File: src/hdl/paf_pkg.sv
`timescale 1ns / 1ps

package paf_pkg;

    localparam int NUM_FRAMES_DEF = 1024;
    localparam int REF_BITS_DEF   = 16;

    localparam logic [2:0] OP_ALLOC_ONE = 3'd0;
    localparam logic [2:0] OP_FREE_ONE  = 3'd1;
    localparam logic [2:0] OP_ALLOC_RUN = 3'd2;
    localparam logic [2:0] OP_FREE_RUN  = 3'd3;
    localparam logic [2:0] OP_ADD       = 3'd4;
    localparam logic [2:0] OP_RESERVE   = 3'd5;

    localparam logic [1:0] ST_OK    = 2'd0;
    localparam logic [1:0] ST_NONE  = 2'd1;
    localparam logic [1:0] ST_ERROR = 2'd2;

    localparam logic [2:0] A_HEAD = 3'd0;
    localparam logic [2:0] A_FI   = 3'd1;
    localparam logic [2:0] A_POS  = 3'd2;
    localparam logic [2:0] A_POSI = 3'd3;
    localparam logic [2:0] A_FII  = 3'd4;

    typedef struct packed {
        logic       clr;
        logic       ld_item;
        logic       rd;
        logic [2:0] asel;
        logic       w1take;
        logic       w1drop;
        logic       w1push;
        logic       w2;
        logic       pos_head;
        logic       pos_next;
        logic       i_clr;
        logic       i_inc;
        logic       out_ld;
        logic [1:0] st;
        logic       zr;
    } paf_cmd_t;

    typedef struct packed {
        logic       clr_done;
        logic       head_null;
        logic       fi_valid;
        logic       tgt_bad;
        logic       rc_zero;
        logic       rc_max;
        logic       i_done;
        logic       pos_null;
        logic       steps_done;
        logic       out_free;
        logic [2:0] op;
    } paf_sts_t;

endpackage

File: src/hdl/paf_controller.sv
`timescale 1ns / 1ps

module paf_controller (
    input  logic               aclk,
    input  logic               aresetn,
    input  logic               s_tvalid,
    output logic               in_ready,
    input  paf_pkg::paf_sts_t  sts,
    output paf_pkg::paf_cmd_t  cmd
);
    import paf_pkg::*;

    localparam logic [4:0] S_CLR   = 5'd0;
    localparam logic [4:0] S_IDLE  = 5'd1;
    localparam logic [4:0] S_DISP  = 5'd2;
    localparam logic [4:0] S_EV    = 5'd3;
    localparam logic [4:0] S_W2    = 5'd4;
    localparam logic [4:0] S_FRD   = 5'd5;
    localparam logic [4:0] S_FIN   = 5'd6;
    localparam logic [4:0] S_C_RD  = 5'd7;
    localparam logic [4:0] S_C_EV  = 5'd8;
    localparam logic [4:0] S_N_EV  = 5'd9;
    localparam logic [4:0] S_N_CK  = 5'd10;
    localparam logic [4:0] S_A_TK  = 5'd11;
    localparam logic [4:0] S_A_EV  = 5'd12;
    localparam logic [4:0] S_F_CK  = 5'd13;
    localparam logic [4:0] S_F_EV  = 5'd14;
    localparam logic [4:0] S_F_DR  = 5'd15;
    localparam logic [4:0] S_F_DEV = 5'd16;

    logic [4:0] state_reg, state_next;
    logic [1:0] st_reg, st_next;
    logic       zr_reg, zr_next;

    always_comb begin
        cmd        = '0;
        in_ready   = 1'b0;
        state_next = state_reg;
        st_next    = st_reg;
        zr_next    = zr_reg;
        unique case (state_reg)
            S_CLR: begin
                cmd.clr = 1'b1;
                if (sts.clr_done) begin
                    state_next = S_IDLE;
                end
            end
            S_IDLE: begin
                in_ready = 1'b1;
                if (s_tvalid) begin
                    cmd.ld_item = 1'b1;
                    state_next  = S_DISP;
                end
            end
            S_DISP: begin
                unique case (sts.op)
                    OP_ALLOC_ONE: begin
                        if (sts.head_null) begin
                            st_next    = ST_NONE;
                            zr_next    = 1'b1;
                            state_next = S_FIN;
                        end else begin
                            cmd.pos_head = 1'b1;
                            cmd.rd       = 1'b1;
                            cmd.asel     = A_HEAD;
                            state_next   = S_EV;
                        end
                    end
                    OP_FREE_ONE, OP_ADD, OP_RESERVE: begin
                        if (!sts.fi_valid) begin
                            st_next    = ST_ERROR;
                            zr_next    = 1'b1;
                            state_next = S_FIN;
                        end else begin
                            cmd.rd     = 1'b1;
                            cmd.asel   = A_FI;
                            state_next = S_EV;
                        end
                    end
                    OP_ALLOC_RUN: begin
                        if (sts.head_null) begin
                            st_next    = ST_NONE;
                            zr_next    = 1'b1;
                            state_next = S_FIN;
                        end else begin
                            cmd.pos_head = 1'b1;
                            cmd.i_clr    = 1'b1;
                            state_next   = S_C_RD;
                        end
                    end
                    OP_FREE_RUN: begin
                        if (!sts.fi_valid) begin
                            st_next    = ST_ERROR;
                            zr_next    = 1'b1;
                            state_next = S_FIN;
                        end else begin
                            cmd.i_clr  = 1'b1;
                            state_next = S_F_CK;
                        end
                    end
                    default: begin
                        st_next    = ST_ERROR;
                        zr_next    = 1'b1;
                        state_next = S_FIN;
                    end
                endcase
            end
            S_EV: begin
                st_next = ST_OK;
                zr_next = 1'b0;
                priority case (sts.op)
                    OP_FREE_ONE: begin
                        if (sts.rc_zero) begin
                            st_next    = ST_ERROR;
                            zr_next    = 1'b1;
                            state_next = S_FIN;
                        end else begin
                            cmd.w1drop = 1'b1;
                            state_next = S_W2;
                        end
                    end
                    OP_ADD: begin
                        if (!sts.rc_zero) begin
                            st_next    = ST_ERROR;
                            state_next = S_FIN;
                        end else begin
                            cmd.w1push = 1'b1;
                            state_next = S_W2;
                        end
                    end
                    OP_RESERVE: begin
                        if (sts.rc_max) begin
                            st_next    = ST_ERROR;
                            state_next = S_FIN;
                        end else begin
                            cmd.w1take = 1'b1;
                            state_next = S_W2;
                        end
                    end
                    default: begin
                        cmd.w1take = 1'b1;
                        state_next = S_W2;
                    end
                endcase
            end
            S_W2: begin
                cmd.w2 = 1'b1;
                priority case (sts.op)
                    OP_ALLOC_RUN: begin
                        cmd.i_inc  = 1'b1;
                        state_next = S_A_TK;
                    end
                    OP_FREE_RUN: begin
                        cmd.i_inc  = 1'b1;
                        state_next = S_F_DR;
                    end
                    OP_ADD: begin
                        st_next    = ST_OK;
                        zr_next    = 1'b1;
                        state_next = S_FIN;
                    end
                    default: begin
                        st_next    = ST_OK;
                        zr_next    = 1'b0;
                        state_next = S_FRD;
                    end
                endcase
            end
            S_FRD: begin
                cmd.rd     = 1'b1;
                cmd.asel   = ((sts.op == OP_ALLOC_ONE) || (sts.op == OP_ALLOC_RUN))
                             ? A_POS : A_FI;
                state_next = S_FIN;
            end
            S_FIN: begin
                if (sts.out_free) begin
                    cmd.out_ld = 1'b1;
                    cmd.st     = st_reg;
                    cmd.zr     = zr_reg;
                    state_next = S_IDLE;
                end
            end
            S_C_RD: begin
                if (sts.i_done) begin
                    cmd.i_clr  = 1'b1;
                    state_next = S_A_TK;
                end else begin
                    cmd.rd     = 1'b1;
                    cmd.asel   = A_POSI;
                    state_next = S_C_EV;
                end
            end
            S_C_EV: begin
                if (sts.tgt_bad || !sts.rc_zero) begin
                    cmd.rd     = 1'b1;
                    cmd.asel   = A_POS;
                    state_next = S_N_EV;
                end else begin
                    cmd.i_inc  = 1'b1;
                    state_next = S_C_RD;
                end
            end
            S_N_EV: begin
                cmd.pos_next = 1'b1;
                cmd.i_clr    = 1'b1;
                state_next   = S_N_CK;
            end
            S_N_CK: begin
                if (sts.pos_null || sts.steps_done) begin
                    st_next    = ST_NONE;
                    zr_next    = 1'b1;
                    state_next = S_FIN;
                end else begin
                    state_next = S_C_RD;
                end
            end
            S_A_TK: begin
                if (sts.i_done) begin
                    st_next    = ST_OK;
                    zr_next    = 1'b0;
                    state_next = S_FRD;
                end else begin
                    cmd.rd     = 1'b1;
                    cmd.asel   = A_POSI;
                    state_next = S_A_EV;
                end
            end
            S_A_EV: begin
                cmd.w1take = 1'b1;
                state_next = S_W2;
            end
            S_F_CK: begin
                if (sts.i_done) begin
                    cmd.i_clr  = 1'b1;
                    state_next = S_F_DR;
                end else begin
                    cmd.rd     = 1'b1;
                    cmd.asel   = A_FII;
                    state_next = S_F_EV;
                end
            end
            S_F_EV: begin
                if (sts.tgt_bad || sts.rc_zero) begin
                    st_next    = ST_ERROR;
                    zr_next    = 1'b0;
                    state_next = S_FRD;
                end else begin
                    cmd.i_inc  = 1'b1;
                    state_next = S_F_CK;
                end
            end
            S_F_DR: begin
                if (sts.i_done) begin
                    st_next    = ST_OK;
                    zr_next    = 1'b0;
                    state_next = S_FRD;
                end else begin
                    cmd.rd     = 1'b1;
                    cmd.asel   = A_FII;
                    state_next = S_F_DEV;
                end
            end
            S_F_DEV: begin
                cmd.w1drop = 1'b1;
                state_next = S_W2;
            end
            default: begin
                state_next = S_IDLE;
            end
        endcase
    end

    always_ff @(posedge aclk) begin
        if (!aresetn) begin
            state_reg <= S_CLR;
            st_reg    <= ST_OK;
            zr_reg    <= 1'b0;
        end else begin
            state_reg <= state_next;
            st_reg    <= st_next;
            zr_reg    <= zr_next;
        end
    end

endmodule

File: config.mk
export PLATFORM = sky130hd
export DESIGN_NAME = paf_controller
export DESIGN_NICKNAME = d
export VERILOG_FILES = /design/src/hdl/paf_pkg.sv /design/src/hdl/paf_controller.sv
export SDC_FILE = /design/constraint.sdc
export NUM_CORES = 1
export LEC_CHECK = 0
export BUFFER_PORTS_ARGS = -buffer_cell sky130_fd_sc_hd__buf_2
export CAP_MARGIN = 10
export CORE_MARGIN = 3
export CORE_UTILIZATION = 46
export CTS_CLUSTER_SIZE = 8
export DETAILED_ROUTE_END_ITERATION = 16
export PLACE_DENSITY = 0.75
export SYNTH_ARGS = -nofsm -noshare
export SYNTH_HDL_FRONTEND = slang
export SYNTH_SLANG_ARGS = --single-unit
File: constraint.sdc
create_clock -name aclk -period 1.7 [get_ports aclk]
set_input_delay 0.34 -clock aclk [delete_from_list [all_inputs] [get_ports aclk]]
set_output_delay 0.34 -clock aclk [all_outputs]
set_load 0.05 [all_outputs]
==> results.txt, run 1 <==
Placer Congestion: 0.961
Most used DFF post-synth: sky130_fd_sc_hd__dfxtp_1
Number of gates resized after cts: 100
Count of state elements after synthesis: 8
Bufs on Longest Clock Path: 2
Number of buffers inserted by hold repair at cts: 0
Total number of H-tree levels: 1
Avg Cell Area, Syn: 6.51 µm²
Yosys cell types: 44
Yosys warning count: 0
Post-place instance area: 1890 µm²
Sequential share of the synthesized area: 13.8%
Number of buffers inserted during clock tree synthesis: 3
First error in the log: [ERROR DPL-0038] Utilization greater than 100%, impossible to legalize
Row cnt: 17
Clk sink count: 8
Number of synthesized flops with an enable pin: 0
Die width: 56.2 µm
Status: aborted with a tool error
Starting Density: 50.4%
Vertical extent of the die: 56.2 µm
Detail Placement HPWL: 3.67 mm
Synth async-reset ratio: 0%
Post-Place Cells: 285
Last stage: clock tree synthesis
Cell chosen for the clock root: sky130_fd_sc_hd__clkbuf_4
Port buffer count: 34
I/O pin count: 35
Synthesized net count: 194
Post-synthesis instance area: 1160 µm²
Cells after Synth: 178
Number of setup buffers added after CTS: 10
-- metrics by stage --
stage          util (%)  setup TNS [ns]  setup WS, ns
2_1_floorplan         -          -0.753        -0.175
3_3_place_gp       82.2           -2.85        -0.253
3_5_place_dp       82.2           -3.83        -0.317
-- Yosys cell counts (2+ instances only) --
library cell	number	area, µm²
sky130_fd_sc_hd__clkbuf_1	9	33.8
sky130_fd_sc_hd__o22ai_1	3	18.8
sky130_fd_sc_hd__mux2i_1	3	30.0
sky130_fd_sc_hd__nand3b_1	2	15.0
sky130_fd_sc_hd__buf_2	5	25.0
sky130_fd_sc_hd__a211oi_1	3	22.5
sky130_fd_sc_hd__a21o_1	2	15.0
sky130_fd_sc_hd__nor2b_1	7	43.8
sky130_fd_sc_hd__a21boi_0	3	22.5
sky130_fd_sc_hd__o221ai_1	2	17.5
sky130_fd_sc_hd__nand2b_1	10	62.6
sky130_fd_sc_hd__nor4_1	2	12.5
sky130_fd_sc_hd__nand2_1	17	63.8
sky130_fd_sc_hd__nand3_1	6	30.0
sky130_fd_sc_hd__nor2_1	17	63.8
sky130_fd_sc_hd__dfxtp_1	8	160
sky130_fd_sc_hd__inv_1	8	30.0
sky130_fd_sc_hd__a21oi_1	12	60.1
sky130_fd_sc_hd__o311ai_0	2	17.5
sky130_fd_sc_hd__o211a_1	2	20.0
sky130_fd_sc_hd__o21ai_0	7	35.0
sky130_fd_sc_hd__and3_1	6	37.5
sky130_fd_sc_hd__a22oi_1	2	15.0
sky130_fd_sc_hd__nand4_1	5	31.3
sky130_fd_sc_hd__nor3_1	10	50.1
sky130_fd_sc_hd__and2_1	7	43.8
-- cell families after synthesis --
family	Yosys count	synth area share (%)
AOI/OAI and AO/OA	46	28.5
and+or+nand+nor	97	46.1
DFF	8	13.8
muxes	4	3.56
buffers and inverters	23	7.99
==> run 2, diff against run 1 <==
Settings changed: CORE_AREA set to 3 3 64 66, CORE_MARGIN 3 to not set, CORE_UTILIZATION 46 to not set, CTS_CLUSTER_SIZE 8 to not set, DIE_AREA set to 0 0 67 69, PLACE_DENSITY 0.75 to not set, PLACE_DENSITY_LB_ADDON set to 0.15.
Clock period 1.7 ns to 2.2 ns, I/O delays scaled along.
==> run 2 against run 1 <==
The flow now finishes without violations. Area after synthesis is the same. Synthesized cell count is the same.
==> results.txt, run 2 <==
Detail Placement HPWL: 3.34 mm (-9.1%)
Synthesized net count: 194 (unchanged)
Worst-Skew Late Latency: 0.23 ns
Via count of the first global-routing pass: 1504
Adder-cell share of the synthesized area: 0% (unchanged)
Ratio of cells with drive above 1 in the final layout: 35.7%
Port buffer count: 34 (unchanged)
Routed via count: 1540
Transition time at the pin with the least slew margin: 0.493 ns
Biggest cell delay along the critical path: 0.45 ns
Die width: 67 µm (+19%)
Worst Reg-to-Reg Cells: 7
Layout Cell Area excl Fill: 1670 µm²
Global-route wire length before repair: 7.30 mm
Max-cap viol count: 0
TritonCTS clock tree: done
Detailed Routing Iterations Pass 1: 4
Status: finished clean
Yosys warning count: 0 (unchanged)
Setup repair after global routing missed its margin: true
Residual antenna-violating net count after detailed routing: 0
Path category of the worst min-delay check: register to register
Final worst clock skew: 0.00524 ns
Crit. path cell count: 4
Total global-route track usage: 19.7%
Cell chosen for the clock root: sky130_fd_sc_hd__clkbuf_8
Vertical extent of the die: 69 µm (+23%)
Compound-gate portion of the synthesized area: 28.5% (unchanged)
Summed negative setup slack over all endpoints: 0 ns
Starting Density: 31.9% (-19 points)
Sequential share of the synthesized area: 13.8% (unchanged)
Fraction of synthesized cell area in xor and xnor cells: 0% (unchanged)
Worst IR Drop VDD: 296 µV
Slowest stage cell on the critical path: sky130_fd_sc_hd__or3b_4
Final hold violation count: 0
# diodes: 0
Fraction of post-synthesis cell area in the top cell type by area: 13.8% (unchanged)
Main combinational cell family by area after synthesis: simple AND/OR/NAND/NOR gates
Core area: 3630 µm²
Final #Nets: 242
List of most frequent post-synthesis cells: sky130_fd_sc_hd__nand2_1 (17), sky130_fd_sc_hd__nor2_1 (17), sky130_fd_sc_hd__a21oi_1 (12)
Number of buffers inserted during clock tree synthesis: 3 (unchanged)
Sum of buffers and inverters on the critical path: 1
Mean number of vias per cell: 5.66
Flip-flop count of the largest register after layout: 5
Ordered cell list for the critical path: or3b_4 > or3_4 > o22ai_2 > buf_6
Avg Cell Area, Syn: 6.51 µm² (unchanged)
Max_slew headroom: 66.7%
Mux contribution to synthesized area: 3.56% (unchanged)
Antenna violations before repair: 0
Endpoint arrival time on the critical path: 1.75 ns
Shortest period the worst path allows: 2.19 ns
Synth async-reset ratio: 0% (unchanged)
Cell area power density: 382 nW/µm²
Required time at the worst-slack endpoint: 1.76 ns
Row cnt: 22 (+5)
Remaining design rule violation count: 0
Total number of H-tree levels: 1 (unchanged)
Final setup violating endpoints: 0
Worst path top cell family by delay: simple AND/OR/NAND/NOR gates
Wire length per cell: 16.1 µm
Bufs on Longest Clock Path: 2 (unchanged)
Maximum achievable frequency: 458 MHz
Number of DRC markers in iteration 0: 163
Yosys top cell by area: sky130_fd_sc_hd__dfxtp_1
Most used cells in the layout excluding fill and tap cells: sky130_fd_sc_hd__buf_2 (26), sky130_fd_sc_hd__buf_4 (26), sky130_fd_sc_hd__nand2_1 (17)
Die outline area: 4620 µm²
Pin count of the biggest net entering global routing: 20
Worst Setup End Kind: output pin
Number of synthesized flops with an enable pin: 0 (unchanged)
Cells after Synth: 178 (unchanged)
Most used DFF post-synth: sky130_fd_sc_hd__dfxtp_1
Number of stages on the worst hold path: 2
Worst hold margin: 0.456 ns
Number of pins exceeding their max-slew limit in the final report: 0
CP Launch Type: register
Peak fanout along the critical path: 6
Yosys cell types: 44 (unchanged)
Worst Setup Path Type: register to output pin
Ranking of synthesized cells by area: sky130_fd_sc_hd__dfxtp_1 (14%), sky130_fd_sc_hd__nand2_1 (5.5%), sky130_fd_sc_hd__nor2_1 (5.5%)
Total congestion overflow: 0
Leakage: 0.761 nW
Post-synthesis instance area: 1160 µm² (unchanged)
Final Routed Wirelength: 4.39 mm
Clock-pin slew on the worst setup and hold paths: 0.04 ns
Synthesized-area fraction occupied by and/or/nand/nor cells: 46.1% (unchanged)
I/O pin count: 35 (unchanged)
Placer Congestion: 0.903 (-6.0%)
Clk sink count: 8 (unchanged)
Count of state elements after synthesis: 8 (unchanged)
Area Overhead vs Synth: 43.7%
Post-route clock period utilization: 99.4%
Post-place instance area: 1530 µm² (-19%)
run 2: cell counts after synthesis:
Identical to the previous run, type by type.
run 2: cell families after synthesis:
logic type	count (synthesis)
buffers and inverters	23
DFF	8
and+or+nand+nor	97
muxes	4
AOI/OAI and AO/OA	46
run 2: path summary, 6_finish.rpt:
path / startpoint / endpoint / slack, ns
setup / recovery: state_reg[1] / cmd[5] / 0.01
setup reg to reg: state_reg[3] / st_reg[1] / 0.33
hold / removal: zr_reg / zr_reg / 0.46
hold reg to reg: zr_reg / zr_reg / 0.46
run 2: through the flow:
step / utilization, % / setup WS [ns] / cells / total power, mW
final: 45.8 / 0.0143 / 272 / 0.635
after global routing: 45.8 / -0.0285 / 272 / 0.674
after CTS: 43.9 / 0.000146 / 271 / 0.623
after detailed placement: 42.2 / 0.101 / 268 / 0.443
after global placement: 42.2 / 0.119 / 268 / 0.443
after floorplan: - / -0.213 / 178 / 0.348
run 2: routing by layer:
| metal | part of all wire (%) | vias up | track usage [%] |
|---|---|---|---|
| li1 | - | 744 | - |
| met1 | 44 | 719 | 26.9 |
| met2 | 47 | 62 | 31.0 |
| met3 | 5.4 | 15 | 1.95 |
| met4 | 2.9 | 0 | 8.11 |
| met5 | 0 | - | 0 |
run 2: power by group:
group	switching, mW	internal [mW]
Combinational	0.190	0.106
Sequential	0.00860	0.155
Clock	0.0565	0.118
run 2: final cells by class:
cell class | instances | area [µm²]
well taps | 48 | 60.1
inverters | 8 | 30.0
repair buffers | 58 | 385
fillers | 398 | 1970
clock buffers | 3 | 41.3
multi-input cells | 147 | 987
flip-flops and latches | 8 | 161
run 2: worst register-to-register path: stages, from the launching register on:
cell,delay [ns]
sky130_fd_sc_hd__dfxtp_1,0.34
sky130_fd_sc_hd__buf_4,0.22
sky130_fd_sc_hd__nand2b_1,0.30
sky130_fd_sc_hd__nor3_1,0.12
sky130_fd_sc_hd__buf_4,0.16
sky130_fd_sc_hd__a2111o_1,0.37
sky130_fd_sc_hd__o311ai_0,0.11
sky130_fd_sc_hd__mux2i_1,0.12
run 2: what timing repair did:
action                     in CTS  in global routing
setup buffers                   0                  1
setup endpoints to repair       9                 13
hold buffers                    0                  0
pin swaps                       0                  0
gates cloned                    0                  0
resized for setup               8                 19
Power figures use the tool's default switching activity.
